===== src/hw/rtl/face_normal_outward_unit_macros.svh =====
// Assertion macros for the face normal top level.
`ifndef FACE_NORMAL_OUTWARD_UNIT_MACROS_SVH
`define FACE_NORMAL_OUTWARD_UNIT_MACROS_SVH
`ifndef NO_ASSERTIONS
// Check that cons holds in the same cycle as ante.
`define FNO_ASSERT_IMPLY(label, clk, rst, ante, cons) \
   label: assert property (@(posedge clk) disable iff (rst) (ante) |-> (cons)) \
      else $error("face normal check failed");
// Check that cons holds in the cycle after ante.
`define FNO_ASSERT_NEXT(label, clk, rst, ante, cons) \
   label: assert property (@(posedge clk) disable iff (rst) (ante) |=> (cons)) \
      else $error("face normal check failed");
`else
`define FNO_ASSERT_IMPLY(label, clk, rst, ante, cons)
`define FNO_ASSERT_NEXT(label, clk, rst, ante, cons)
`endif
`endif


===== src/hw/rtl/fno_pkg.sv =====
// Types, widths and register codes of the face normal unit.
`default_nettype none
package fno_pkg;
   // field widths
   localparam int CRD_W   = 32;
   localparam int SLOT_W  = 10;
   localparam int NRM_W   = 16;
   // datapath widths
   localparam int DIF_W   = CRD_W + 1;
   localparam int PRD_W   = 2 * DIF_W;
   localparam int CRS_W   = PRD_W + 1;
   localparam int CTR_W   = CRD_W + 4;
   localparam int MAG_W   = 31;
   localparam int SQR_W   = 64;
   localparam int ROOT_W  = 32;
   localparam int QUO_W   = 15;
   localparam int NUM_W   = MAG_W + QUO_W + 1;
   localparam int DEN_W   = ROOT_W + 1;
   localparam int POS_W   = 7;
   localparam int CHUNK_N = 9;
   localparam int PROD_W  = NRM_W + CTR_W;
   localparam int DOT_W   = PROD_W + 2;
   localparam int DIV_LAT = QUO_W + 1;

   localparam int NORMAL_SLOTS_DEF = 1024;

   // configuration register indexes
   localparam int CSR_IDX_W = 2;
   localparam logic [CSR_IDX_W-1:0] CSR_CENTER_X = CSR_IDX_W'(0);
   localparam logic [CSR_IDX_W-1:0] CSR_CENTER_Y = CSR_IDX_W'(1);
   localparam logic [CSR_IDX_W-1:0] CSR_CENTER_Z = CSR_IDX_W'(2);

   typedef struct packed {
      logic signed [CRD_W-1:0] a_x;
      logic signed [CRD_W-1:0] a_y;
      logic signed [CRD_W-1:0] a_z;
      logic signed [CRD_W-1:0] b_x;
      logic signed [CRD_W-1:0] b_y;
      logic signed [CRD_W-1:0] b_z;
      logic signed [CRD_W-1:0] c_x;
      logic signed [CRD_W-1:0] c_y;
      logic signed [CRD_W-1:0] c_z;
      logic [SLOT_W-1:0]       slot_in;
   } req_type;

   typedef struct packed {
      logic signed [NRM_W-1:0] norm_x;
      logic signed [NRM_W-1:0] norm_y;
      logic signed [NRM_W-1:0] norm_z;
      logic [SLOT_W-1:0]       slot_out;
      logic                    degenerate;
   } rsp_type;

   // per-word data that rides beside the normal datapath
   typedef struct packed {
      logic [2:0]              neg;
      logic signed [CTR_W-1:0] s_x;
      logic signed [CTR_W-1:0] s_y;
      logic signed [CTR_W-1:0] s_z;
      logic [SLOT_W-1:0]       slot;
   } side_type;

   typedef struct packed {
      logic [MAG_W-1:0] m_x;
      logic [MAG_W-1:0] m_y;
      logic [MAG_W-1:0] m_z;
      logic             degen;
      side_type         side;
   } trail_type;
endpackage
`default_nettype wire


===== src/hw/rtl/fno_div.sv =====
// One lane of the rounded unit-length divide, one quotient bit per stage.
`default_nettype none
module fno_div (
   input  logic                        clock,
   input  logic                        en,
   input  logic [fno_pkg::MAG_W-1:0]   in_m,
   input  logic [fno_pkg::ROOT_W-1:0]  in_len,
   output logic [fno_pkg::QUO_W-1:0]   out_quo
);
   localparam int MAG_W  = fno_pkg::MAG_W;
   localparam int QUO_W  = fno_pkg::QUO_W;
   localparam int NUM_W  = fno_pkg::NUM_W;
   localparam int DEN_W  = fno_pkg::DEN_W;
   localparam int REM_W  = DEN_W;

   logic [NUM_W-1:0]  num_ff;
   logic [DEN_W-1:0]  den_ff;

   logic [REM_W-1:0]  rem_cur [QUO_W];
   logic [QUO_W-1:0]  lo_cur [QUO_W];
   logic [QUO_W-1:0]  q_cur [QUO_W];
   logic [REM_W-1:0]  rem_in [QUO_W];
   logic [QUO_W-1:0]  lo_in [QUO_W];
   logic [QUO_W-1:0]  q_in [QUO_W];
   logic [REM_W-1:0]  rem_ff [QUO_W];
   logic [QUO_W-1:0]  lo_ff [QUO_W];
   logic [QUO_W-1:0]  q_ff [QUO_W];
   logic [DEN_W-1:0]  den_pipe_ff [QUO_W];
   logic [DEN_W-1:0]  den_cur [QUO_W];

   // form m * 2^15 + len over 2 * len
   always_ff @(posedge clock) begin
      if (en) begin
         num_ff <= NUM_W'({in_m, QUO_W'(0)}) + NUM_W'(in_len);
         den_ff <= {in_len, 1'b0};
      end
   end

   for (genvar g = 0; g < QUO_W; g++) begin : g_step
      logic [REM_W:0] r2;

      if (g == 0) begin : g_head
         assign rem_cur[g] = REM_W'(num_ff[NUM_W-1:QUO_W]);
         assign lo_cur[g]  = num_ff[QUO_W-1:0];
         assign q_cur[g]   = '0;
         assign den_cur[g] = den_ff;
      end else begin : g_body
         assign rem_cur[g] = rem_ff[g-1];
         assign lo_cur[g]  = lo_ff[g-1];
         assign q_cur[g]   = q_ff[g-1];
         assign den_cur[g] = den_pipe_ff[g-1];
      end

      // shift in the next numerator bit and subtract when it fits
      assign r2 = {rem_cur[g], lo_cur[g][QUO_W-1]};

      always_comb begin
         lo_in[g] = lo_cur[g] << 1;
         if (r2 >= {1'b0, den_cur[g]}) begin
            rem_in[g] = REM_W'(r2 - {1'b0, den_cur[g]});
            q_in[g]   = {q_cur[g][QUO_W-2:0], 1'b1};
         end else begin
            rem_in[g] = r2[REM_W-1:0];
            q_in[g]   = {q_cur[g][QUO_W-2:0], 1'b0};
         end
      end

      always_ff @(posedge clock) begin
         if (en) begin
            rem_ff[g]      <= rem_in[g];
            lo_ff[g]       <= lo_in[g];
            q_ff[g]        <= q_in[g];
            den_pipe_ff[g] <= den_cur[g];
         end
      end
   end

   assign out_quo = q_ff[QUO_W-1];
endmodule
`default_nettype wire


===== config.mk =====
export PLATFORM = sky130hd
export DESIGN_NAME = fno_div
export DESIGN_NICKNAME = d
export VERILOG_FILES = /design/src/hw/rtl/face_normal_outward_unit_macros.svh /design/src/hw/rtl/fno_pkg.sv /design/src/hw/rtl/fno_div.sv
export SDC_FILE = /design/constraint.sdc
export NUM_CORES = 2
export LEC_CHECK = 0
export ABC_CLOCK_PERIOD_IN_PS = 10750
export BUFFER_PORTS_ARGS = -buffer_cell sky130_fd_sc_hd__buf_4
export CAP_MARGIN = 0
export CELL_PAD_IN_SITES_DETAIL_PLACEMENT = 1
export CELL_PAD_IN_SITES_GLOBAL_PLACEMENT = 1
export CORE_MARGIN = 2
export CORE_UTILIZATION = 30
export CTS_CLUSTER_DIAMETER = 100
export CTS_CLUSTER_SIZE = 24
export DETAILED_ROUTE_END_ITERATION = 6
export GPL_TIMING_DRIVEN = 0
export MAX_ROUTING_LAYER = met4
export PLACE_DENSITY = 0.54
export SYNTH_ARGS = -nofsm -noshare
export SYNTH_HDL_FRONTEND = slang
export SYNTH_SLANG_ARGS = --single-unit

===== constraint.sdc =====
create_clock -name clock -period 10.75 [get_ports clock]
set_input_delay 0.5375 -clock clock [delete_from_list [all_inputs] [get_ports clock]]
set_output_delay 0.5375 -clock clock [all_outputs]
set_load 0.02 [all_outputs]

==> results_dict.tcl <==
set metrics [dict create \
    initial_utilization_pct 30.2 \
    clockRootBuffer "clkbuf_16" \
    detail-route-antenna-nets 0 \
    worst-r2r-setup-slack_ns 5.34 \
    timing.final.setup_violations 0 \
    power-per-cell-area_nw_per_um2 282 \
    final_core_util_pct 33.5 \
    finalPower_mw 19.8 \
    postSynthCellCount 5818 \
    yosysSeqAreaShare_pct 51.3 \
    overflow 0 \
    ctsHtreeMaxLevel 3 \
    dr_total_vias 43300 \
    hold_ws_ns 0.127 \
    hold_class "input pin to flop" \
    drt_pre_antenna_iters 5 \
    synth_top_area_cell "edfxtp_1" \
    netlist_area_um2 63200 \
    cts_tree "built" \
    rows 168 \
    post_route_standard_cell_area_excluding_fillers_um2 70100 \
    drive_gt1_share_pct 6.16 \
    worst-slew-pin-transition_ns 1.38 \
    critical_path_required_ns 11.22 \
    fin_crit_period_ns 5.41 \
    rr_endpoint "rem_ff[0][62]" \
    detailed_place.area_um2 67500 \
    dieHeight_um 463 \
    design.die.area_um2 214000 \
    reg2regPathDepth 12 \
    timing.final.ws_setup_ns 5.34 \
    synth.top_cell.area_share_pct 51.3 \
    grt_max_degree 169 \
    final-instance-count-excl-fill 8858 \
    detailed_place_hpwl_mm 137 \
    cts_hold_buffers 32 \
    setup-tns-final_ns 0 \
    synth_enable_flop_cells 1080 \
    pre_cts_ws_ns 5.17 \
    grt_first_pass_wirelength_mm 261 \
    postSynthAreaPerCell_um2 10.9 \
    first_global_vias 47700 \
    drv_cap 0 \
    worstHoldStart "in_m[19]" \
    cts-root-to-sink-buffers 3 \
    finalNetCount 6581 \
    synthMostInstantiatedCell "edfxtp_1" \
    drc 0 \
    fmax_mhz 185 \
    status "complete, no violations" \
    cells_taking_the_most_area_after_synthesis "edfxtp_1 (51%), ha_1 (9.8%), o21ai_0 (3.9%)" \
    number_of_failing_hold_endpoints_at_the_final_stage 0 \
    number_of_antenna_violations_at_the_first_check_in_global_routing 2 \
    yosysWarningCount 0 \
    worstSkewPairLatency_ns 0.72 \
    ys_ff_latch 1080 \
    worst_setup_hold_path_clk_slew_ns 0.09 \
    boundaryPins 80 \
    final.period_utilization_pct 50.3 \
    synth-main-ff-cell "edfxtp_1" \
    setup_repair_after_global_routing_missed_its_margin "false" \
    arrival_ns 5.88 \
    cts_resized 0 \
    timing.setup.critical_path_class "flop to flop" \
    peakVddDrop_mv 0.134 \
    worst_r2r_startpoint "rem_ff[0][0]" \
    routed_wirelength_mm 169 \
    start_kind "flop" \
    cp-endpoint "rem_ff[0][62]" \
    aggregate_global_route_resource_usage_pct 16.0 \
    die_x_um 463 \
    placement.io_buffers 79 \
    slew_violations 0 \
    total_leakage_power_nw 28.3 \
    synth_commonest_cells "edfxtp_1 (1080), inv_1 (576), nand2_1 (516), ha_1 (496), o21ai_0 (490)" \
    synth-async-reset-ratio_pct 0 \
    drtIter0Drc 1692 \
    syn_nets 6394 \
    standard_cell_core_area_um2 210000 \
    tritoncts_num_sinks 1080 \
    clock-skew-final_ns 0.0378 \
    dp.cells 8709 \
    avgRoutedWirePerCell_um 19.1 \
    timing.critical_path.fanout_max 10 \
    number_of_buffers_inserted_to_repair_setup_after_cts 0 \
    critical_path.startpoint "rem_ff[0][0]" \
    netlist-cell-type-count 85 \
    flow.area_growth_from_synthesis_pct 11.0 \
    via_per_inst 4.89 \
    cts_buffers 67 \
    timing.critical_path.to_type "flop" \
    worst_slew_margin_rel_pct 7.17 \
    place.gp.congestion 0.922 \
]
[routing by layer]
layer	global-route usage, %	share of wire [%]	routed length, um	vias to the layer above
met2	33.1	58	98300	534
met5	-	0	0	-
met4	9.46	6.9	11600	0
li1	-	-	-	21600
met1	13.2	33	56300	20800
met3	1.65	1.7	2790	415
[worst min path at each step]
stage                              end  cells past startpoint  slack [ns]
after floorplan           q_ff[0][106]                      0        0.40
after global placement      q_ff[1][3]                      0        0.40
after detailed placement   q_ff[0][31]                      0        0.41
after CTS                   num_ff[36]                      2        0.05
after global routing        num_ff[34]                      2        0.07
final                       num_ff[34]                      2        0.13
[power by group]
group / internal (mW) / switching [mW]
Clock: 1.34 / 1.59
Sequential: 6.27 / 0.583
Combinational: 4.04 / 5.95
Total: 11.7 / 8.13
[sequential cells by signal, summed over array words and instances (netlist names)]
name,count
den_ff,17
den_pipe_ff,331
lo_ff,103
num_ff,47
q_ff,120
rem_ff,462
[cells in the final DEF (no fill, tap or decap), types with 67 or more instances in the layout]
cell / count
a21o_1: 256
a21oi_1: 440
buf_4: 81
clkbuf_1: 121
clkbuf_16: 69
edfxtp_1: 1080
ha_1: 496
inv_1: 576
mux2_2: 87
nand2_1: 516
nand2b_1: 77
nand3_1: 88
nand4_1: 84
nor2_1: 276
nor2b_1: 73
o21a_1: 67
o21ai_0: 490
xnor2_1: 233
xor2_1: 177
[critical path, stage by stage (launching register included)]
cell and delay [ns]:
edfxtp_1 0.42, inv_1 0.21, ha_1 0.23, nor2b_1 0.07, o31ai_1 0.48, a211oi_1 0.27, o21ai_0 0.52, a311oi_1 0.25
nor2b_1 0.43, o41ai_1 0.29, a31oi_1 0.90, clkbuf_1 0.67, mux2_2 0.41
[area by class of cell]
| class | instances | area, um2 |
|---|---|---|
| diodes | 1 | 2.50 |
| plain buffers | 143 | 591 |
| clock buffers | 72 | 1740 |
| clock inverters | 44 | 544 |
| fillers | 23200 | 139000 |
| inverters | 578 | 2170 |
| multi-input cells | 4017 | 28000 |
| flip-flops and latches | 1080 | 32400 |
| well taps | 2805 | 3510 |
| repair buffers | 118 | 1120 |
[cells by family (layout without fill, tap and decap cells)]
| kind of cell | count (synthesis) | after routing | share of synthesized area (%) |
|---|---|---|---|
| flops | 1080 | 1080 | 51.3 |
| mux | 127 | 127 | 2.36 |
| compound gates | 1642 | 1642 | 16.1 |
| other cells | 0 | 1 | 0 |
| buf+inv | 721 | 955 | 4.37 |
| simple gates | 1327 | 1327 | 9.87 |
| fa+ha+maj | 511 | 511 | 10.3 |
| xor+xnor | 410 | 410 | 5.68 |
Note: power is estimated with default switching activity, not from simulation.
